[src/rtl/nvpt_pkg.sv]
package nvpt_pkg;

   // Name storage sizing: a name keeps at most NAME_LEN-1 bytes.
   localparam int NAME_LEN  = 28;
   localparam int KEEP_MAX  = NAME_LEN - 1;
   localparam int ADDR_W    = (KEEP_MAX > 1) ? $clog2(KEEP_MAX) : 1;
   localparam int LEN_W     = $clog2(KEEP_MAX + 1);
   localparam int MEM_DEPTH = 2 * (2 ** ADDR_W);

   localparam logic [LEN_W-1:0] KEEP_MAX_L = LEN_W'(KEEP_MAX);

   // Command queue between the classifier and the pair engine.
   localparam int QUEUE_DEPTH = 4;
   localparam int QPTR_W      = $clog2(QUEUE_DEPTH);

   // Character codes the classifier reacts to.
   localparam logic [7:0] CH_NUL    = 8'h00;
   localparam logic [7:0] CH_TAB    = 8'h09;
   localparam logic [7:0] CH_NL     = 8'h0A;
   localparam logic [7:0] CH_SPACE  = 8'h20;
   localparam logic [7:0] CH_HASH   = 8'h23;
   localparam logic [7:0] CH_COMMA  = 8'h2C;
   localparam logic [7:0] CH_COLON  = 8'h3A;
   localparam logic [7:0] CH_EQUALS = 8'h3D;

   // Command kinds passed from the front to the back.
   localparam logic [1:0] CMD_CHAR        = 2'd0;
   localparam logic [1:0] CMD_SEP         = 2'd1;
   localparam logic [1:0] CMD_END_COMMENT = 2'd2;
   localparam logic [1:0] CMD_FAIL        = 2'd3;

   typedef struct packed {
      logic [7:0] data_byte;
      logic       end_of_input;
   } req_type;

   typedef struct packed {
      logic       failed;
      logic       is_value;
      logic [7:0] name_byte;
      logic       last;
   } rsp_type;

   typedef struct packed {
      logic [1:0] kind;
      logic [7:0] data_byte;
   } cmd_type;

   typedef struct packed {
      logic    valid;
      cmd_type cmd;
   } push_type;

endpackage

[src/rtl/nvpt_front.sv]
module nvpt_front (
   input  logic              clock,
   input  logic              reset,
   input  logic              req_valid,
   output logic              req_ready,
   input  nvpt_pkg::req_type req_data,
   input  logic              queue_full,
   output nvpt_pkg::push_type push
);

   logic in_comment_ff;
   logic in_comment_in;
   logic accept;

   assign req_ready = !queue_full;
   assign accept    = req_valid && !queue_full;

   // Classify each accepted byte into a command for the pair engine.
   always_comb begin
      in_comment_in       = in_comment_ff;
      push.valid          = 1'b0;
      push.cmd.kind       = nvpt_pkg::CMD_CHAR;
      push.cmd.data_byte  = req_data.data_byte;
      if (accept) begin
         if (req_data.end_of_input) begin
            push.valid    = 1'b1;
            push.cmd.kind = in_comment_ff ? nvpt_pkg::CMD_END_COMMENT : nvpt_pkg::CMD_FAIL;
            in_comment_in = 1'b0;
         end else if (in_comment_ff) begin
            // Comment bytes are swallowed; the newline closes the comment and the name.
            if (req_data.data_byte == nvpt_pkg::CH_NL) begin
               push.valid    = 1'b1;
               push.cmd.kind = nvpt_pkg::CMD_SEP;
               in_comment_in = 1'b0;
            end
         end else begin
            case (req_data.data_byte)
               nvpt_pkg::CH_NUL: begin
                  push.valid    = 1'b1;
                  push.cmd.kind = nvpt_pkg::CMD_FAIL;
               end
               nvpt_pkg::CH_HASH: begin
                  in_comment_in = 1'b1;
               end
               nvpt_pkg::CH_SPACE, nvpt_pkg::CH_TAB, nvpt_pkg::CH_NL,
               nvpt_pkg::CH_COLON, nvpt_pkg::CH_COMMA, nvpt_pkg::CH_EQUALS: begin
                  push.valid    = 1'b1;
                  push.cmd.kind = nvpt_pkg::CMD_SEP;
               end
               default: begin
                  push.valid    = 1'b1;
                  push.cmd.kind = nvpt_pkg::CMD_CHAR;
               end
            endcase
         end
      end
   end

   always_ff @(posedge clock) begin
      if (reset) begin
         in_comment_ff <= 1'b0;
      end else begin
         in_comment_ff <= in_comment_in;
      end
   end

endmodule

[src/rtl/nvpt_queue.sv]
module nvpt_queue (
   input  logic               clock,
   input  logic               reset,
   input  nvpt_pkg::push_type push,
   output logic               full,
   input  logic               pop,
   output logic               out_valid,
   output nvpt_pkg::cmd_type  out_cmd
);

   nvpt_pkg::cmd_type               entries_ff [nvpt_pkg::QUEUE_DEPTH];
   logic [nvpt_pkg::QPTR_W-1:0]     wr_ptr_ff;
   logic [nvpt_pkg::QPTR_W-1:0]     rd_ptr_ff;
   logic [nvpt_pkg::QPTR_W:0]       count_ff;
   logic                            push_do;
   logic                            pop_do;

   assign full      = (count_ff == (nvpt_pkg::QPTR_W + 1)'(nvpt_pkg::QUEUE_DEPTH));
   assign out_valid = (count_ff != '0);
   assign out_cmd   = entries_ff[rd_ptr_ff];
   assign push_do   = push.valid && !full;
   assign pop_do    = pop && out_valid;

   // Entry storage needs no reset; only the pointers and count do.
   always_ff @(posedge clock) begin
      if (push_do) begin
         entries_ff[wr_ptr_ff] <= push.cmd;
      end
   end

   always_ff @(posedge clock) begin
      if (reset) begin
         wr_ptr_ff <= '0;
         rd_ptr_ff <= '0;
         count_ff  <= '0;
      end else begin
         if (push_do) begin
            wr_ptr_ff <= wr_ptr_ff + 1'b1;
         end
         if (pop_do) begin
            rd_ptr_ff <= rd_ptr_ff + 1'b1;
         end
         count_ff <= count_ff + {{nvpt_pkg::QPTR_W{1'b0}}, push_do}
                              - {{nvpt_pkg::QPTR_W{1'b0}}, pop_do};
      end
   end

endmodule

[src/rtl/nvpt_back.sv]
module nvpt_back (
   input  logic              clock,
   input  logic              reset,
   input  logic              cmd_valid,
   input  nvpt_pkg::cmd_type cmd,
   output logic              cmd_pop,
   output logic              rsp_valid,
   input  logic              rsp_ready,
   output nvpt_pkg::rsp_type rsp_data
);

   localparam logic [1:0] ST_IDLE = 2'd0;
   localparam logic [1:0] ST_READ = 2'd1;
   localparam logic [1:0] ST_SEND = 2'd2;

   localparam logic [1:0] PH_KEY   = 2'd0;
   localparam logic [1:0] PH_SEEN  = 2'd1;
   localparam logic [1:0] PH_VALUE = 2'd2;

   logic [1:0]                 state_ff,    state_in;
   logic [1:0]                 phase_ff,    phase_in;
   logic [nvpt_pkg::LEN_W-1:0] cand_len_ff, cand_len_in;
   logic [nvpt_pkg::LEN_W-1:0] key_len_ff,  key_len_in;
   logic [nvpt_pkg::LEN_W-1:0] val_len_ff,  val_len_in;
   logic [nvpt_pkg::LEN_W-1:0] idx_ff,      idx_in;
   logic                       cand_bank_ff, cand_bank_in;
   logic                       in_value_ff, in_value_in;
   logic                       rsp_valid_ff, rsp_valid_in;
   nvpt_pkg::rsp_type          rsp_data_ff, rsp_data_in;
   logic [7:0]                 rd_data_ff;
   logic [7:0]                 name_mem [nvpt_pkg::MEM_DEPTH];

   logic                        slot_free;
   logic                        wr_en;
   logic [nvpt_pkg::ADDR_W:0]   wr_addr;
   logic [nvpt_pkg::ADDR_W:0]   rd_addr;
   logic                        do_end_name;
   logic                        do_fail;
   logic                        is_eq;
   logic                        last_byte;
   logic                        key_end;

   assign slot_free = !rsp_valid_ff || rsp_ready;
   assign cmd_pop   = (state_ff == ST_IDLE) && cmd_valid && slot_free;
   assign rsp_valid = rsp_valid_ff;
   assign rsp_data  = rsp_data_ff;

   // Two banks: the candidate name is built in one, the key sits in the other.
   assign wr_addr = {cand_bank_ff, cand_len_ff[nvpt_pkg::ADDR_W-1:0]};
   assign rd_addr = {in_value_ff ? cand_bank_ff : ~cand_bank_ff,
                     idx_ff[nvpt_pkg::ADDR_W-1:0]};

   assign is_eq     = (cmd.kind == nvpt_pkg::CMD_SEP) && (cmd.data_byte == nvpt_pkg::CH_EQUALS);
   assign last_byte = in_value_ff && (idx_ff == val_len_ff - nvpt_pkg::LEN_W'(1));
   assign key_end   = !in_value_ff && (idx_ff == key_len_ff - nvpt_pkg::LEN_W'(1));

   // Command execution, pair state and byte-by-byte emission.
   always_comb begin
      state_in     = state_ff;
      phase_in     = phase_ff;
      cand_len_in  = cand_len_ff;
      key_len_in   = key_len_ff;
      val_len_in   = val_len_ff;
      idx_in       = idx_ff;
      cand_bank_in = cand_bank_ff;
      in_value_in  = in_value_ff;
      rsp_valid_in = rsp_valid_ff && !rsp_ready;
      rsp_data_in  = rsp_data_ff;
      wr_en        = 1'b0;
      do_end_name  = 1'b0;
      do_fail      = 1'b0;

      case (state_ff)
         ST_IDLE: begin
            if (cmd_pop) begin
               case (cmd.kind)
                  nvpt_pkg::CMD_CHAR: begin
                     if (cand_len_ff < nvpt_pkg::KEEP_MAX_L) begin
                        wr_en       = 1'b1;
                        cand_len_in = cand_len_ff + nvpt_pkg::LEN_W'(1);
                     end
                  end
                  nvpt_pkg::CMD_SEP: begin
                     do_end_name = 1'b1;
                  end
                  nvpt_pkg::CMD_END_COMMENT: begin
                     if (phase_ff[1] && (cand_len_ff != '0)) begin
                        do_end_name = 1'b1;
                     end else begin
                        do_fail = 1'b1;
                     end
                  end
                  default: begin
                     do_fail = 1'b1;
                  end
               endcase
            end
         end
         ST_READ: begin
            state_in = ST_SEND;
         end
         ST_SEND: begin
            if (slot_free) begin
               rsp_valid_in          = 1'b1;
               rsp_data_in.failed    = 1'b0;
               rsp_data_in.is_value  = in_value_ff;
               rsp_data_in.name_byte = rd_data_ff;
               rsp_data_in.last      = last_byte;
               if (last_byte) begin
                  state_in    = ST_IDLE;
                  phase_in    = PH_KEY;
                  key_len_in  = '0;
                  val_len_in  = '0;
                  cand_len_in = '0;
               end else begin
                  state_in = ST_READ;
                  if (key_end) begin
                     in_value_in = 1'b1;
                     idx_in      = '0;
                  end else begin
                     idx_in = idx_ff + nvpt_pkg::LEN_W'(1);
                  end
               end
            end
         end
         default: begin
            state_in = ST_IDLE;
         end
      endcase

      // A name has ended: promote it to key, or start emitting the pair.
      if (do_end_name) begin
         cand_len_in = '0;
         if (!phase_ff[1]) begin
            if (cand_len_ff != '0) begin
               cand_bank_in = ~cand_bank_ff;
               key_len_in   = cand_len_ff;
            end
            if ((cand_len_ff != '0) || (phase_ff == PH_SEEN)) begin
               phase_in = is_eq ? PH_VALUE : PH_SEEN;
            end
         end else if (cand_len_ff != '0) begin
            val_len_in  = cand_len_ff;
            idx_in      = '0;
            in_value_in = 1'b0;
            state_in    = ST_READ;
         end
      end

      // A failure gives one result and clears the pair state.
      if (do_fail) begin
         rsp_valid_in          = 1'b1;
         rsp_data_in.failed    = 1'b1;
         rsp_data_in.is_value  = 1'b0;
         rsp_data_in.name_byte = '0;
         rsp_data_in.last      = 1'b1;
         phase_in              = PH_KEY;
         cand_len_in           = '0;
         key_len_in            = '0;
         val_len_in            = '0;
      end
   end

   // Name storage with a registered read port.
   always_ff @(posedge clock) begin
      if (wr_en) begin
         name_mem[wr_addr] <= cmd.data_byte;
      end
      rd_data_ff <= name_mem[rd_addr];
   end

   always_ff @(posedge clock) begin
      if (reset) begin
         state_ff     <= ST_IDLE;
         phase_ff     <= PH_KEY;
         cand_len_ff  <= '0;
         key_len_ff   <= '0;
         val_len_ff   <= '0;
         idx_ff       <= '0;
         cand_bank_ff <= 1'b0;
         in_value_ff  <= 1'b0;
         rsp_valid_ff <= 1'b0;
      end else begin
         state_ff     <= state_in;
         phase_ff     <= phase_in;
         cand_len_ff  <= cand_len_in;
         key_len_ff   <= key_len_in;
         val_len_ff   <= val_len_in;
         idx_ff       <= idx_in;
         cand_bank_ff <= cand_bank_in;
         in_value_ff  <= in_value_in;
         rsp_valid_ff <= rsp_valid_in;
      end
   end

   always_ff @(posedge clock) begin
      rsp_data_ff <= rsp_data_in;
   end

endmodule

[src/rtl/name_value_pair_tokenizer.sv]
// Channel   Direction  Payload              Transfer when
// req_      in         nvpt_pkg::req_type   req_valid && req_ready
// rsp_      out        nvpt_pkg::rsp_type   rsp_valid && rsp_ready
//
// A byte is taken every cycle while the four-entry command queue has room.
// Each pair byte passes through the pair engine as a registered name memory
// read followed by a load of the output register; a failure loads it directly.
// Reset is synchronous and clears control state only; no clearing pass runs.
// Input and output stall independently through the command queue.
module name_value_pair_tokenizer (
   input  logic              clock,
   input  logic              reset,
   input  logic              req_valid,
   output logic              req_ready,
   input  nvpt_pkg::req_type req_data,
   output logic              rsp_valid,
   input  logic              rsp_ready,
   output nvpt_pkg::rsp_type rsp_data
);

   nvpt_pkg::push_type push;
   nvpt_pkg::cmd_type  queue_cmd;
   logic               queue_full;
   logic               queue_valid;
   logic               queue_pop;

   // Byte classifier and comment tracking.
   nvpt_front u_front (
      .clock      (clock),
      .reset      (reset),
      .req_valid  (req_valid),
      .req_ready  (req_ready),
      .req_data   (req_data),
      .queue_full (queue_full),
      .push       (push)
   );

   // Command queue decoupling input from emission.
   nvpt_queue u_queue (
      .clock     (clock),
      .reset     (reset),
      .push      (push),
      .full      (queue_full),
      .pop       (queue_pop),
      .out_valid (queue_valid),
      .out_cmd   (queue_cmd)
   );

   // Pair engine: name storage, pair state and result emission.
   nvpt_back u_back (
      .clock     (clock),
      .reset     (reset),
      .cmd_valid (queue_valid),
      .cmd       (queue_cmd),
      .cmd_pop   (queue_pop),
      .rsp_valid (rsp_valid),
      .rsp_ready (rsp_ready),
      .rsp_data  (rsp_data)
   );

endmodule

[config.mk]
export PLATFORM = sky130hd
export DESIGN_NAME = name_value_pair_tokenizer
export DESIGN_NICKNAME = d
export VERILOG_FILES = /design/src/rtl/nvpt_pkg.sv /design/src/rtl/nvpt_front.sv /design/src/rtl/nvpt_queue.sv /design/src/rtl/nvpt_back.sv /design/src/rtl/name_value_pair_tokenizer.sv
export SDC_FILE = /design/constraint.sdc
export NUM_CORES = 1
export LEC_CHECK = 0
export BUFFER_PORTS_ARGS = -buffer_cell sky130_fd_sc_hd__clkbuf_2
export CORE_ASPECT_RATIO = 0.9
export CORE_MARGIN = 5
export CORE_UTILIZATION = 55
export CTS_CLUSTER_DIAMETER = 200
export DETAILED_ROUTE_END_ITERATION = 10
export GPL_TIMING_DRIVEN = 0
export PLACE_DENSITY = 0.71
export SYNTH_ARGS = -nofsm -noshare
export SYNTH_HDL_FRONTEND = slang
export SYNTH_HIERARCHICAL = 1
export SYNTH_SLANG_ARGS = --single-unit
[constraint.sdc]
create_clock -name clock -period 6.1 [get_ports clock]
set_clock_uncertainty 0.15 [all_clocks]
set_input_delay 0.915 -clock clock [delete_from_list [all_inputs] [get_ports clock]]
set_output_delay 0.915 -clock clock [all_outputs]
set_load 0.05 [all_outputs]
==> results.txt <==
status - finished clean
final setup violation count - 0
postcts setup bufs - 0
VDD IR-drop max - 0.434 mV
most frequent cells in the layout - 552 x edfxtp_1, 122 x mux4_2, 99 x nor2_1, 80 x conb_1, 59 x nand2_1
critical path class - register to register
most common library cell in the layout ignoring fill and taps - edfxtp_1
Slew headroom - 8.75%
final hold viol count - 0
DRT Pass-1 Iters - 6
Tightest Pin Transition - 1.37 ns
detail-routed via count per cell - 6.32
Hold Crit Class - register to register
Port-buffer cells - 25
Seq/Total Area, Yosys - 73.1%
Unique masters post-synth - 71
Routed Antenna Nets - 0
Ports - 26
RSZ-0062 raised after global routing - false
M3 GR Usage - 5.19%
area grow syn2layout - 12.5%
worst path required time - 6.17 ns
min setup slack post-route - 1.76 ns
Post-synth EDFFs - 552
met1 usage - 35.3%
vias in the first global route - 12.6k
core area - 43800 µm²
CTS Buf Count - 57
clock latency on the worst-skew pair - 0.62 ns
Setup Total Neg Slack - 0 ns
Root Buffer - clkbuf_16
Tcrit/Tclk final - 71.2%
PwrDens - 360 nW/µm²
post-route minimum period - 4.34 ns
max-slew violations - 0
dpl hpwl - 36800 µm
synthesis-stage register bit count - 608
Total GRT Usage - 23.9%
width of the die - 231 µm
Hold Buf Count CTS - 0
crit path capture type - register
M2 GR Usage - 36.7%
TritonCTS clock tree - built
diode count - 0
Residual DRC - 0
initial antenna violation count - 0
H-tree depth - 2
Lkg Pwr - 8.60 nW
Most Crowded Layer GR - met2
Routed WL per cell - 27.6 µm
Mapped Cells - 1317
global-route wire length before repair - 84200 µm
Initial DRC Count - 1703
largest net degree at the start of global routing - 66
Final Util - 62.2%
routed via count - 13.2k
post-cts resize count - 0
Worst-path clk slew - 0.06 ns
maxcap violations - 0
dpl ws - 1.80 ns
Fill cells - 3143
ys flop type - edfxtp_1
CTS sink cnt - 608
Netlist Area Pre-Place - 24200 µm²
final WL - 57700 µm
post-synthesis async set-or-reset flop share - 0%
f_max - 0.230 GHz
CP arrival - 4.41 ns
# rows - 73
fin nets - 1508
Routability Congestion - 0.955
Synth Warn # - 6
Overflow after GRT - 0
Starting Density - 55.2%
mean post-synth cell area - 18.4 µm²
die area - 48300 µm²
chip height - 209 µm
clk buf depth - 3
layout cells sized above 1 - 20.1%
R2R setup slack - 1.76 ns
Worst setup SP type - register
peak fanout along the critical path - 10
[worst paths after layout]
check / cells past startpoint / endpoint / from
max reg2reg: 8 / u_back/name_mem[36][5] / register
min reg2reg: 2 / u_back/rsp_data[4] / u_back/rd_data_ff[3]
min: 2 / u_back/rsp_data[4] / u_back/rd_data_ff[3]
max: 8 / u_back/name_mem[36][5] / register
[power breakdown]
| group | internal, mW | switching (mW) | leakage (nW) |
|---|---|---|---|
| logic | 0.224 | 0.749 | 2.18 |
| clock network | 2.07 | 1.51 | 0.931 |
| registers | 5.18 | 0.0705 | 5.49 |
| total | 7.48 | 2.33 | 8.60 |
[metal layers]
metal	up-vias	part of all wire [%]
li1	5542	-
met1	6845	40
met2	719	47
met3	111	11
met4	0	2.9
met5	-	0
[cells in the mapped netlist, types with 12 or more instances]
cell,n,area [µm²]
a211oi_1,13,97.6
a21oi_1,36,180
buf_2,21,105
buf_4,21,158
clkbuf_1,24,90.1
dfxtp_1,56,1120
edfxtp_1,552,16600
ha_1,14,175
inv_1,22,82.6
mux2i_1,58,581
mux4_2,124,2790
nand2_1,59,221
nand3_1,14,70.1
nor2_1,99,372
o21ai_0,17,85.1
o221ai_1,12,105
o22ai_1,12,75.1
[cells by family (layout without fill, tap and decap cells)]
logic type	after synthesis	count (layout)	share of synthesized area [%]
simple gates	250	250	5.09
flops	608	608	73.1
mux	186	186	14.1
other cells	1	80	0.0155
compound gates	141	141	4.04
xor+xnor	20	20	0.723
fa+ha+maj	15	15	0.806
buf+inv	96	229	2.13
[area by class of cell]
type	count	area (µm²)	area share, %
plain buffers	74	433	1.59
clock buffers	69	1480	5.44
clock inverters	39	412	1.51
inverters	22	82.6	0.303
multi-input cells	692	6320	23.2
flip-flops and latches	608	17700	64.9
well taps	562	703	2.58
repair buffers	25	125	0.459
[sequential cells by signal, summed over array words and instances (netlist names), 3 cells and up, named ones only]
register and flops:
u_back/name_mem 512, u_queue/entries_ff 40, u_back/rsp_data 11, u_back/rd_data_ff 8, u_back/cand_len_ff 5, u_back/idx_ff 5, u_back/key_len_ff 5, u_back/val_len_ff 5
u_queue/count_ff 3
[through the flow]
stage | hold slack [ns] | cell area (µm²) | std cells | power [mW]
after floorplan | 0.267 | 24500 | 1396 | 5.89
after global placement | 0.283 | 25300 | 1983 | 6.26
after detailed placement | 0.281 | 25400 | 1983 | 6.32
after CTS | 0.295 | 27200 | 2091 | 9.87
after global routing | 0.310 | 27300 | 2091 | 10.2
final | 0.289 | 27300 | 2091 | 9.80
[critical path, cell delays in order, from the launching register on]
cell	delay, ns
dfxtp_1	0.31
buf_4	0.23
mux4_2	0.55
inv_1	0.10
ha_1	0.17
nand4_1	0.19
a311oi_1	0.65
nand2_1	0.59
nor2_1	1.00
(Power assumes the default switching activity.)
